[src/rtl/core/pidc_pkg.sv]
`default_nettype none

package pidc_pkg;

	localparam int DATA_W       = 32;
	localparam int SAMPLE_W     = 16;
	localparam int ERR_W        = SAMPLE_W + 1;
	localparam int DELTA_W      = SAMPLE_W + 2;
	localparam int RAW_W        = 64;
	localparam int FRAC_W       = 16;
	localparam int REG_IDX_W    = 3;

	localparam int QUEUE_DEPTH_DEF = 4;

	localparam logic [REG_IDX_W-1:0] REG_KP    = 3'd0;
	localparam logic [REG_IDX_W-1:0] REG_KI    = 3'd1;
	localparam logic [REG_IDX_W-1:0] REG_KD    = 3'd2;
	localparam logic [REG_IDX_W-1:0] REG_UPPER = 3'd3;
	localparam logic [REG_IDX_W-1:0] REG_LOWER = 3'd4;

	localparam logic signed [DATA_W-1:0] INT_MAX = 32'sh7fff_ffff;
	localparam logic signed [DATA_W-1:0] INT_MIN = 32'sh8000_0000;

	typedef struct packed {
		logic signed [ERR_W-1:0]   err;
		logic signed [DATA_W-1:0]  sum;
		logic signed [DELTA_W-1:0] delta;
	} item_t;

	typedef struct packed {
		logic signed [DATA_W-1:0] kp;
		logic signed [DATA_W-1:0] ki;
		logic signed [DATA_W-1:0] kd;
		logic signed [DATA_W-1:0] upper;
		logic signed [DATA_W-1:0] lower;
	} cfg_t;

endpackage

`default_nettype wire

[src/rtl/core/pidc_front.sv]
`default_nettype none

module pidc_front (
	input  wire logic                                   clk,
	input  wire logic                                   arst_n,
	input  wire logic                                   in_valid,
	input  wire logic signed [pidc_pkg::SAMPLE_W-1:0]   target_value,
	input  wire logic signed [pidc_pkg::SAMPLE_W-1:0]   measured_value,
	input  wire logic                                   queue_full,
	output logic                                        push,
	output pidc_pkg::item_t                             push_item
);
	import pidc_pkg::*;

	logic signed [DATA_W-1:0]  error_sum_q;
	logic signed [ERR_W-1:0]   last_error_q;
	logic signed [ERR_W-1:0]   err;
	logic signed [DATA_W:0]    sum_wide;
	logic signed [DATA_W-1:0]  sum_sat;
	logic signed [DELTA_W-1:0] delta;

	assign push = in_valid && !queue_full;

	assign err = $signed({target_value[SAMPLE_W-1], target_value})
		- $signed({measured_value[SAMPLE_W-1], measured_value});

	assign sum_wide = $signed({error_sum_q[DATA_W-1], error_sum_q})
		+ $signed({{(DATA_W+1-ERR_W){err[ERR_W-1]}}, err});

	always_comb begin
		if (sum_wide[DATA_W] != sum_wide[DATA_W-1]) begin
			sum_sat = sum_wide[DATA_W] ? INT_MIN : INT_MAX;
		end else begin
			sum_sat = sum_wide[DATA_W-1:0];
		end
	end

	assign delta = $signed({err[ERR_W-1], err})
		- $signed({last_error_q[ERR_W-1], last_error_q});

	assign push_item.err   = err;
	assign push_item.sum   = sum_sat;
	assign push_item.delta = delta;

	always_ff @(posedge clk or negedge arst_n) begin
		if (!arst_n) begin
			error_sum_q  <= '0;
			last_error_q <= '0;
		end else if (push) begin
			error_sum_q  <= sum_sat;
			last_error_q <= err;
		end
	end

endmodule

`default_nettype wire

[config.mk]
export PLATFORM = sky130hd
export DESIGN_NAME = pidc_front
export DESIGN_NICKNAME = d
export VERILOG_FILES = /design/src/rtl/core/pidc_pkg.sv /design/src/rtl/core/pidc_front.sv
export SDC_FILE = /design/constraint.sdc
export NUM_CORES = 1
export LEC_CHECK = 0
export BUFFER_PORTS_ARGS = -buffer_cell sky130_fd_sc_hd__buf_2
export CAP_MARGIN = 40
export CORE_MARGIN = 2
export CORE_UTILIZATION = 24
export DETAILED_ROUTE_END_ITERATION = 8
export PLACE_DENSITY = 0.48
export SLEW_MARGIN = 0
export SYNTH_ARGS = -nofsm -noshare
export SYNTH_HDL_FRONTEND = slang
export SYNTH_SLANG_ARGS = --single-unit
[constraint.sdc]
create_clock -name clk -period 12.75 [get_ports clk]
set_input_delay 1.275 -clock clk [delete_from_list [all_inputs] [get_ports clk]]
set_output_delay 1.275 -clock clk [all_outputs]
set_load 0.05 [all_outputs]
; ---- Yosys cells after proc, flatten, opt, wreduce, memory -nomap -nowiden
; Cells that the tools add are included.
; Widths: inputs -> output; s select.
[word_totals]
register_bits = 49
latch_bits = 0
mem_bits_rw = 0
romBits = 0
inputBits = 36
output_inout_bits = 68
n_memories = 0
[classes]
n_addsub = 3
mul = 0
div = 0
magnitude_cmp = 0
eq_ne = 1
n_shift = 0
muxes = 2
bitwise_logic = 0
reduce_logical = 2
[ops]
columns = op, n
row1 = $mux 32, 2
row2 = $add 32x17->33, 1
row3 = $sub 17x17->18, 1
row4 = $sub 16x16->17, 1
row5 = $logic_and 1x1->1, 1
row6 = $logic_not 1->1, 1
row7 = $ne 1x1->1, 1

; ---- Logic depth before layout (Yosys ltp)
[depth]
ltp_word = 4
mapped_depth = 23

; ---- Least setup slack after synthesis
; No wires, ideal clock.
[synth_timing]
path_kind = input-to-output
startpoint = in measured_value[2] in the netlist's numbering
endpoint = out push_item[24] in the netlist's numbering
t_arrival_ns = 6.882
t_required_ns = 11.475
setup_slack_ns = 4.593
cell_stages = 19
n_path_buf = 1
path_cell_list = inv_1 > ha_1 > nor2b_1 > o21a_1 > o21ai_0 > a21oi_1 > o2111ai_1 > a31oi_1 > o211a_1 > o21bai_1 > ha_1 > buf_2 > a211oi_1 > o21bai_1 > a211oi_2 > o21ai_1 > or2_4 > a31o_2 > o21ai_1
[synth_lines]
columns = item, line_no
row1 = start: declaration, pidc_front.sv:8  ; input wire logic signed [pidc_pkg::SAMPLE_W-1:0] measured_value,
row2 = end: declaration, pidc_front.sv:11  ; output pidc_pkg::item_t push_item

==> results.py <==
metrics = {
    "floorplanning": {
        "die_h_um": 157.5,
        "core-area_um2": 23330,
        "start_util_pct": 24.23,
        "die_width_um": 157.5,
        "io_pins": 104,
        "row_count": 56,
        "die-area_um2": 24800,
    },
    "sta": {
        "post-route-period-util_pct": 63.53,
        "tns_ps": 0,
        "worst_slew_pin_slew_ps": 907.2,
        "fmax_ghz": 0.1235,
        "period_needed_ps": 8100,
        "layout_setup_ws_ps": 4650,
        "max_slew_margin_pct": 38.32,
        "hold_violations": 0,
        "fin_hold_ws_ps": 483.0,
        "maxSlewViolCount": 0,
        "skew_ps": 4.250,
        "grt_setup_unrepaired": "no",
        "setup_viol": 0,
    },
    "clock_tree": {
        "clock_sinks": 49,
        "cts_resized": 0,
        "tritoncts": "done",
        "worstSkewPairLatency_ps": 300,
        "ctsHtreeMaxLevel": 2,
        "cts_buffers": 5,
        "ctsLongestPathBuffers": 2,
        "root_buffer": "clkbuf_16",
        "clk_pin_slew_ps": 70,
        "post-cts-setup-buffers": 0,
        "holdBufCountCts": 0,
    },
    "synthesis": {
        "synth.distinct_cells": 73,
        "syn_inst": 725,
        "ys.flop_type": "dfrtp_1",
        "async_reset_ff_share_pct": 100.0,
        "synth-edff-count": 0,
        "synth_top_area_share_pct": 21.69,
        "synth_warnings": 0,
        "ys_top_cells_by_area": "dfrtp_1 (22%), ha_1 (14%), nand2_1 (6.9%)",
        "syn-cell-area_um2": 5654,
        "postSynthAreaPerCell_um2": 7.799,
        "synth_largest_area_cell": "dfrtp_1",
        "ys_ff_latch": 49,
        "synth-seq-area-share_pct": 21.69,
        "syn_nets": 829,
    },
    "global_routing": {
        "first_global_vias": 5241,
        "gr-usage-all-layers_pct": 13.85,
        "grt_pass1_wl_um": 27480,
        "grt_max_degree": 53,
        "grt-ovfl-total": 0,
        "grt_antenna_before_repair": 0,
    },
    "worst_setup_path": {
        "start_kind": "primary input",
        "path_class": "in -> out",
        "worstPathRequired_ps": 11480,
        "ff2ff_setup_slack_ps": 8690,
        "crit_fanout": 18,
        "rr_startpoint": "error_sum_q[0]$_DFFE_PN0P_",
        "endpoint_kind": "primary output",
        "cp.arrival_ps": 6820,
        "startpoint": "target_value[0]",
    },
    "final_layout": {
        "fillCellCount": 2589,
        "drive_gt1_share_pct": 21.46,
        "instances_no_fill": 1139,
        "n_antenna_cell": 0,
        "area_growth_pct": 17.66,
        "final_nets": 923,
        "final_cell_mix": "nand2_1 (104), buf_2 (103), nor2_1 (68)",
        "layout_commonest_cell": "nand2_1",
    },
    "worst_hold_path": {
        "hold_path_startpoint": "last_error_q[1]$_DFFE_PN0P_",
        "hp-class": "reg -> reg",
    },
    "routing": {
        "viasPerCell": 4.680,
        "vias": 5330,
        "wl_um": 17010,
        "drc": 0,
        "dr.pass1.iters": 4,
        "final_antenna_net_count": 0,
        "drt_iter0_drc": 282,
        "wl_per_cell_um": 14.94,
    },
    "placement": {
        "hpwlAfterDp_um": 13630,
        "gp_congestion": 0.8782,
        "io_buffer_count": 103,
        "post-place-cells": 1131,
        "pre_cts_ws_ps": 4544,
    },
    "outcome": {
        "status": "completed",
    },
    "run": {
        "cap_violations": 0,
    },
}
-- per-stage QoR --
step                utilization (%)  area (um^2)
finish                        28.51         6653
global route                  28.51         6653
CTS                           28.51         6653
detailed placement            27.88         6506
global placement              27.80         6487
floorplan                         -         5654
-- flip-flops by register name (all words and copies together), names as in the netlist --
signal and flops:
error_sum_q 32, last_error_q 17
-- cell type report --
cell class | count | area [um^2] | share of cell area, %
well taps | 319 | 399.1 | 6.000
multi-input cells | 602 | 4118 | 61.90
clock buffers | 5 | 125.1 | 1.881
flip-flops and latches | 49 | 1226 | 18.43
inverters | 51 | 191.4 | 2.878
repair buffers | 110 | 571.8 | 8.595
clock inverters | 3 | 21.27 | 0.3197
-- critical path: stages --
cell	delay (ps)
buf_2	70
inv_1	30
ha_1	210
fa_1	400
nor2b_1	120
o21a_1	120
o21ai_0	90
a21oi_1	310
o2111ai_1	170
a31oi_1	310
o211a_1	280
o21bai_2	100
buf_8	170
ha_1	410
a21oi_1	290
o211ai_1	150
a221oi_2	220
o31ai_1	150
a21oi_4	280
mux2i_2	820
buf_4	380
o21ai_1	180
buf_2	250
-- synth_stat cells (3+ instances only) --
master	number
nand2b_1	7
nor2b_1	6
inv_1	50
o21bai_1	4
nand3_1	12
o211ai_1	8
nand2_1	104
fa_1	3
buf_2	8
ha_1	65
and2_1	5
xor2_1	17
dfrtp_1	49
a211oi_1	10
o31ai_1	6
mux2_2	9
and3_1	5
buf_6	3
a21oi_1	54
a21oi_2	21
nor2_1	68
o21ai_1	12
or2_2	6
nand4_1	7
o21ai_0	37
nor3_1	11
a21o_1	23
clkbuf_1	11
o21a_1	7
a31oi_1	5
a31o_2	3
a2111oi_0	3
xnor2_1	34
-- metal layers --
| metal | GRT usage (%) | part of all wire (%) | vias to the layer above | wire length (um) |
|---|---|---|---|---|
| met2 | 23.48 | 45 | 115 | 7673 |
| met3 | 2.368 | 4.9 | 13 | 834 |
| met1 | 18.52 | 49 | 2450 | 8313 |
| li1 | - | - | 2752 | - |
| met5 | 0 | 0 | - | 0 |
| met4 | 2.727 | 1.1 | 0 | 191 |
-- path summary, 6_finish.rpt --
check	to	cells after the start
min in group asynchronous	error_sum_q[19]$_DFFE_PN0P_	2
max reg2reg	error_sum_q[9]$_DFFE_PN0P_	11
max in group asynchronous	error_sum_q[18]$_DFFE_PN0P_	2
min reg2reg	last_error_q[1]$_DFFE_PN0P_	2
min	last_error_q[1]$_DFFE_PN0P_	2
max	push_item[26]	23
-- cells by family after synthesis --
kind of cell | synth area share, %
and+or+nand+nor | 19.47
adders and majority gates | 15.45
xor gates and xnor gates | 8.188
muxes | 2.036
AOI/OAI and AO/OA | 27.62
buffers and inverters | 5.554
DFF | 21.69
Power is left out: the tool's default activity adds up to more than one toggle a clock period on the data nets, which glitch-free logic cannot reach.
