File: src/rtl/core/pidc_pkg.sv
`default_nettype none

package pidc_pkg;

	localparam int DATA_W       = 32;
	localparam int SAMPLE_W     = 16;
	localparam int ERR_W        = SAMPLE_W + 1;
	localparam int DELTA_W      = SAMPLE_W + 2;
	localparam int RAW_W        = 64;
	localparam int FRAC_W       = 16;
	localparam int REG_IDX_W    = 3;

	localparam int QUEUE_DEPTH_DEF = 4;

	localparam logic [REG_IDX_W-1:0] REG_KP    = 3'd0;
	localparam logic [REG_IDX_W-1:0] REG_KI    = 3'd1;
	localparam logic [REG_IDX_W-1:0] REG_KD    = 3'd2;
	localparam logic [REG_IDX_W-1:0] REG_UPPER = 3'd3;
	localparam logic [REG_IDX_W-1:0] REG_LOWER = 3'd4;

	localparam logic signed [DATA_W-1:0] INT_MAX = 32'sh7fff_ffff;
	localparam logic signed [DATA_W-1:0] INT_MIN = 32'sh8000_0000;

	typedef struct packed {
		logic signed [ERR_W-1:0]   err;
		logic signed [DATA_W-1:0]  sum;
		logic signed [DELTA_W-1:0] delta;
	} item_t;

	typedef struct packed {
		logic signed [DATA_W-1:0] kp;
		logic signed [DATA_W-1:0] ki;
		logic signed [DATA_W-1:0] kd;
		logic signed [DATA_W-1:0] upper;
		logic signed [DATA_W-1:0] lower;
	} cfg_t;

endpackage

`default_nettype wire

File: src/rtl/core/pidc_queue.sv
`default_nettype none

module pidc_queue #(
	parameter int DEPTH = pidc_pkg::QUEUE_DEPTH_DEF
) (
	input  wire logic            clk,
	input  wire logic            arst_n,
	input  wire logic            push,
	input  wire pidc_pkg::item_t push_item,
	input  wire logic            pop,
	output pidc_pkg::item_t      head,
	output logic                 not_empty,
	output logic                 full
);
	import pidc_pkg::*;

	localparam int PTR_W = (DEPTH > 1) ? $clog2(DEPTH) : 1;
	localparam int CNT_W = $clog2(DEPTH + 1);

	item_t            mem_q [DEPTH];
	logic [PTR_W-1:0] wr_ptr_q;
	logic [PTR_W-1:0] rd_ptr_q;
	logic [CNT_W-1:0] count_q;

	assign not_empty = (count_q != '0);
	assign full      = (count_q == CNT_W'(DEPTH));
	assign head      = mem_q[rd_ptr_q];

	function automatic logic [PTR_W-1:0] next_ptr(input logic [PTR_W-1:0] p);
		logic [PTR_W-1:0] r;
		if (p == PTR_W'(DEPTH - 1)) begin
			r = '0;
		end else begin
			r = p + PTR_W'(1);
		end
		return r;
	endfunction

	always_ff @(posedge clk or negedge arst_n) begin
		if (!arst_n) begin
			wr_ptr_q <= '0;
			rd_ptr_q <= '0;
			count_q  <= '0;
		end else begin
			if (push) begin
				wr_ptr_q <= next_ptr(wr_ptr_q);
			end
			if (pop) begin
				rd_ptr_q <= next_ptr(rd_ptr_q);
			end
			if (push && !pop) begin
				count_q <= count_q + CNT_W'(1);
			end else if (pop && !push) begin
				count_q <= count_q - CNT_W'(1);
			end
		end
	end

	always_ff @(posedge clk) begin
		if (push) begin
			mem_q[wr_ptr_q] <= push_item;
		end
	end

	a_count_bound: assert property (@(posedge clk) disable iff (!arst_n)
		count_q <= CNT_W'(DEPTH)) else $error("queue count above depth");

	a_no_overflow: assert property (@(posedge clk) disable iff (!arst_n)
		push |-> !full) else $error("push into full queue");

	a_no_underflow: assert property (@(posedge clk) disable iff (!arst_n)
		pop |-> not_empty) else $error("pop from empty queue");

endmodule

`default_nettype wire

File: config.mk
export PLATFORM = sky130hd
export DESIGN_NAME = pidc_queue
export DESIGN_NICKNAME = d
export VERILOG_FILES = /design/src/rtl/core/pidc_pkg.sv /design/src/rtl/core/pidc_queue.sv
export SDC_FILE = /design/constraint.sdc
export NUM_CORES = 1
export LEC_CHECK = 0
export ABC_AREA = 1
export BUFFER_PORTS_ARGS = -buffer_cell sky130_fd_sc_hd__clkbuf_2
export CORE_MARGIN = 2
export CORE_UTILIZATION = 50
export DETAILED_ROUTE_END_ITERATION = 16
export GPL_TIMING_DRIVEN = 0
export PLACE_DENSITY = 0.68
export SKIP_LAST_GASP = 1
export SLEW_MARGIN = 5
export SYNTH_ARGS = -nofsm -noshare
export SYNTH_HDL_FRONTEND = slang
export SYNTH_SLANG_ARGS = --single-unit
File: constraint.sdc
create_clock -name clk -period 5.3 [get_ports clk]
set_input_delay 0.53 -clock clk [delete_from_list [all_inputs] [get_ports clk]]
set_output_delay 0.53 -clock clk [all_outputs]
set_load 0.02 [all_outputs]
# Word level (Yosys, flattened, before mapping)
# Memories as Yosys holds them, arrays and structs flattened.
# Cells that the tools add are included.
totals:
  reg_bits: 7
  wordCells: 23
  ram_bits: 268
  latch_bits: 0
  n_memories: 1
  rom_bits: 0
memory_table:
  columns: ["name", "words", "word_bits", "read_ports", "rd_ports_with_merged_regs", "write_ports", "line", "rtl"]
  rows:
  - ["mem_q", 4, 67, 1, 0, 1, "pidc_queue.sv:20", "item_t mem_q [DEPTH];"]
op_classes:
  multipliers: 0
  n_lt_le_gt_ge: 0
  n_reduce_logical: 6
  muxes: 6
  n_div: 0
  n_addsub: 4
  eq_ne: 3
  n_shift: 0
  bitwise: 0
ops:
  columns: ["operator", "count"]
  rows:
  - ["$mux W3", 2]
  - ["$add A2 B1 Y2 const B", 2]
  - ["$eq A2 B2 Y1 const B", 2]
  - ["$mux W2", 2]
  - ["$add A3 B1 Y3 const B", 1]
  - ["$eq A3 B3 Y1 const B", 1]
  - ["$reduce_bool A3 Y1", 1]
  - ["$sub A3 B1 Y3 const B", 1]
  - ["$logic_and A1 B1 Y1", 2]
  - ["$logic_not A1 Y1", 2]
  - ["$mux W1", 2]
  - ["$reduce_bool A2 Y1", 1]

# Longest topological paths before layout
depth:
  ltp_word: 4
  ltp_mapped: 9
  depth_no_buf: 9

# Worst setup path after synthesis
# No wires, ideal clock.
synth_timing:
  kind: "register to register"
  from: "register wr_ptr_q[0]"
  to: "memory mem_q[2][0] in the netlist's numbering (enable)"
  setup_time_ns: 0.421
  setup_slack_ns: 2.921
  arrival_ns: 1.958
  stages_incl_launch_ff: 5
  path_buffers: 0
  cell_sequence: "dfrtp_1 > inv_1 > ha_1 > nand2_1 > inv_1"
synth_lines:
  columns: ["element", "line", "rtl"]
  rows:
  - ["start, declared", "pidc_queue.sv:21", "logic [PTR_W-1:0] wr_ptr_q;"]
  - ["start signal, assigned", "pidc_queue.sv:46", "wr_ptr_q <= next_ptr(wr_ptr_q);"]
  - ["end, declared", "pidc_queue.sv:20", null]
# Straight into the memory's write port.

==> flow_metrics.tcl <==
set metrics [dict create \
    dp_hpwl_mm 13.9 \
    crit_top_cell "nand2_1" \
    fin_cells 1317 \
    switchingPower_mw 2.75 \
    grt_first_pass_wirelength_mm 35.3 \
    drtIter0Drc 387 \
    clockBufferDepth 3 \
    yosysTopAreaCellShare 0.705 \
    synth_fp_nets 913 \
    finalCritPeriodShare 0.494 \
    synth_area_leaders "edfxtp_1 (71%), nand2_1 (7.2%), o211ai_2 (6.0%)" \
    worst_slack_ps 2680 \
    slew_viol_final 0 \
    drc 0 \
    cp_cell_sequence "inv_4, clkbuf_1, nand2_1, o211ai_2, nand2_1, clkbuf_2" \
    cp_data_required_time_ps 4770 \
    seq_area_frac_synth 0.721 \
    vias 6618 \
    die_y_um 155 \
    synth_seq_cells 275 \
    ctsResizeCount 0 \
    ant_nets 0 \
    seq_power_share 0.380 \
    cp_max_fo 10 \
    fin_nets 1088 \
    fp.dieW_um 155 \
    die_area_sq_um 24000 \
    wl_per_cell_um 17.3 \
    cts_hold_buf 1 \
    relSlewSlack 0.615 \
    worstPathArrival_ps 2090 \
    cellLeakagePower_nw 5.62 \
    finalClockSkew_ps 10.2 \
    layout_commonest_cell "edfxtp_1" \
    fin_crit_ps 2620 \
    outcome "finished, final reports clean" \
    rsz0062_at_grt "false" \
    grt_pass1_vias 6503 \
    hold_ws_ps 214 \
    cts_buffers 29 \
    drt_wl_total_mm 22.7 \
    layout_common_cells "edfxtp_1 (268), nand2_1 (218), inv_1 (141)" \
    ir_worst_vdd_mv 0.481 \
    grt_max_degree 54 \
    htree_levels 1 \
    crit_path_end_kind "output port" \
    cpPeakStageDelay_ps 480 \
    tightestPinTransition_ps 577 \
    setup_violations 0 \
    p_clk_frac 0.254 \
    dpl.cell_count 1263 \
    syn2layout_area_growth_pct 18.4 \
    dr.pass1.iters 5 \
    critPathSlowestCell "clkbuf_1" \
    routed_via_density 5.03 \
    synth.distinct_cells 21 \
    antenna_found_initial 2 \
    yosys_warnings 0 \
    rows 55 \
    cts.clk_slew.worst_paths_ps 60 \
    synthCells 835 \
    start_kind "register" \
    core_area_sq_um 22500 \
    place_congestion 0.749 \
    swShare 0.363 \
    dp_slack_ps 3240 \
    path_class "register to output port" \
    synthesis.area_sq_um 11400 \
    ioPinCount 140 \
    clkLatencyLatePin_ps 530 \
    synth_area_per_cell_sq_um 13.7 \
    io_buffers 139 \
    fmax_ghz 0.382 \
    combinationalPowerShare 0.366 \
    grt_usage 0.191 \
    initial_core_util 0.507 \
    clock_sinks 275 \
    layout-drive-gt1-share 0.276 \
    fin_tns_setup_ps 0 \
    cts_tree "yes" \
    min_path_type "input pin to register" \
    root_buffer "clkbuf_16" \
    postCtsSetupBuffers 0 \
    gr-total-overflow 0 \
    p_per_area_nw_per_um2 561 \
    hold_viol 0 \
    p_total_mw 7.58 \
    p_int_mw 4.83 \
    max_cap_violations 0 \
    synth.largest_area_cell "edfxtp_1" \
]
==> path summary, 6_finish.rpt <==
| path | from | to | depth (start not counted) | slack [ps] |
|---|---|---|---|---|
| worst max-delay path | rd_ptr_q[0]$_DFFE_PN0P_ | head[39] | 6 | 2680 |
| worst min-delay path | push_item[66] | mem_q[0][66]$_DFFE_PP_ | 1 | 210 |
| worst max register to register | wr_ptr_q[1]$_DFFE_PN0P_ | mem_q[1][14]$_DFFE_PP_ | 5 | 3530 |
| worst min register to register | count_q[2]$_DFFE_PN0P_ | count_q[2]$_DFFE_PN0P_ | 2 | 480 |
| max in group asynchronous | arst_n | rd_ptr_q[1]$_DFFE_PN0P_ | 2 | 4740 |
| min in group asynchronous | arst_n | count_q[0]$_DFFE_PN0P_ | 2 | 380 |
==> cell families (layout without fill, tap and decap cells) <==
group,after synthesis,after routing,share of synthesized area
buf+inv,191,387,0.0824
compound gates,138,138,0.114
other cells,0,1,0
xor+xnor,1,1,0.000768
flops,275,275,0.721
fa+ha+maj,7,7,0.00833
simple gates,223,223,0.0738
==> layer usage <==
| metal | track usage | vias to the layer above | wire length, um | part of all wire |
|---|---|---|---|---|
| met4 | 0.0547 | 2 | 625 | 0.027 |
| met5 | 0 | - | 13 | 0.00057 |
| met2 | 0.323 | 203 | 10800 | 0.47 |
| li1 | - | 3264 | - | - |
| met3 | 0.0437 | 53 | 1590 | 0.070 |
| met1 | 0.251 | 3096 | 9750 | 0.43 |
==> final cells by class <==
cell class	instances	area (sq um)
Multi-Input combinational cell	369	2250
Sequential cell	275	8220
Tap cell	285	357
Timing Repair Buffer	144	816
Fill cell	1749	9000
Clock buffer	33	741
Antenna cell	1	2.50
Buffer	44	385
Inverter	147	564
Clock inverter	19	169
==> worst max-delay path, delay by kind of cell (launching register included) <==
kind / cells / cell delay (ps)
buffers and inverters: 3 / 800
DFF: 1 / 430
AOI/OAI and AO/OA: 1 / 100
and+or+nand+nor: 2 / 220
==> power groups by stage <==
stage          clock, mW  sequential, mW  combinational [mW]
6_report            1.92            2.88                2.78
5_1_grt             2.03            2.91                3.04
4_1_cts             1.96            2.88                2.83
3_5_place_dp           0            2.93                2.82
3_3_place_gp           0            2.96                2.74
2_1_floorplan          0            2.93                1.87
==> cells in the mapped netlist <==
library cell	instances
buf_6	26
ha_1	6
fa_1	1
buf_4	4
buf_2	8
nor2_1	2
nor3_1	1
edfxtp_1	268
inv_2	1
inv_4	1
o21ai_0	2
nand4_1	1
nand3_1	1
dfrtp_1	7
o21ai_1	2
inv_1	145
clkbuf_1	6
nand2_1	218
xnor2_1	1
o211ai_2	55
o211ai_1	79
==> through the flow <==
step           area [sq um]  utilization
3_5_place_dp          12600        0.559
4_1_cts               13500        0.600
6_report              13500        0.600
2_1_floorplan         11400            -
5_1_grt               13500        0.600
3_3_place_gp          12500        0.554
==> flip-flops by register name, indices dropped and copies added (netlist names) <==
| signal | count |
|---|---|
| wr_ptr_q | 2 |
| count_q | 3 |
| rd_ptr_q | 2 |
| mem_q | 268 |
(Power assumes the default switching activity.)
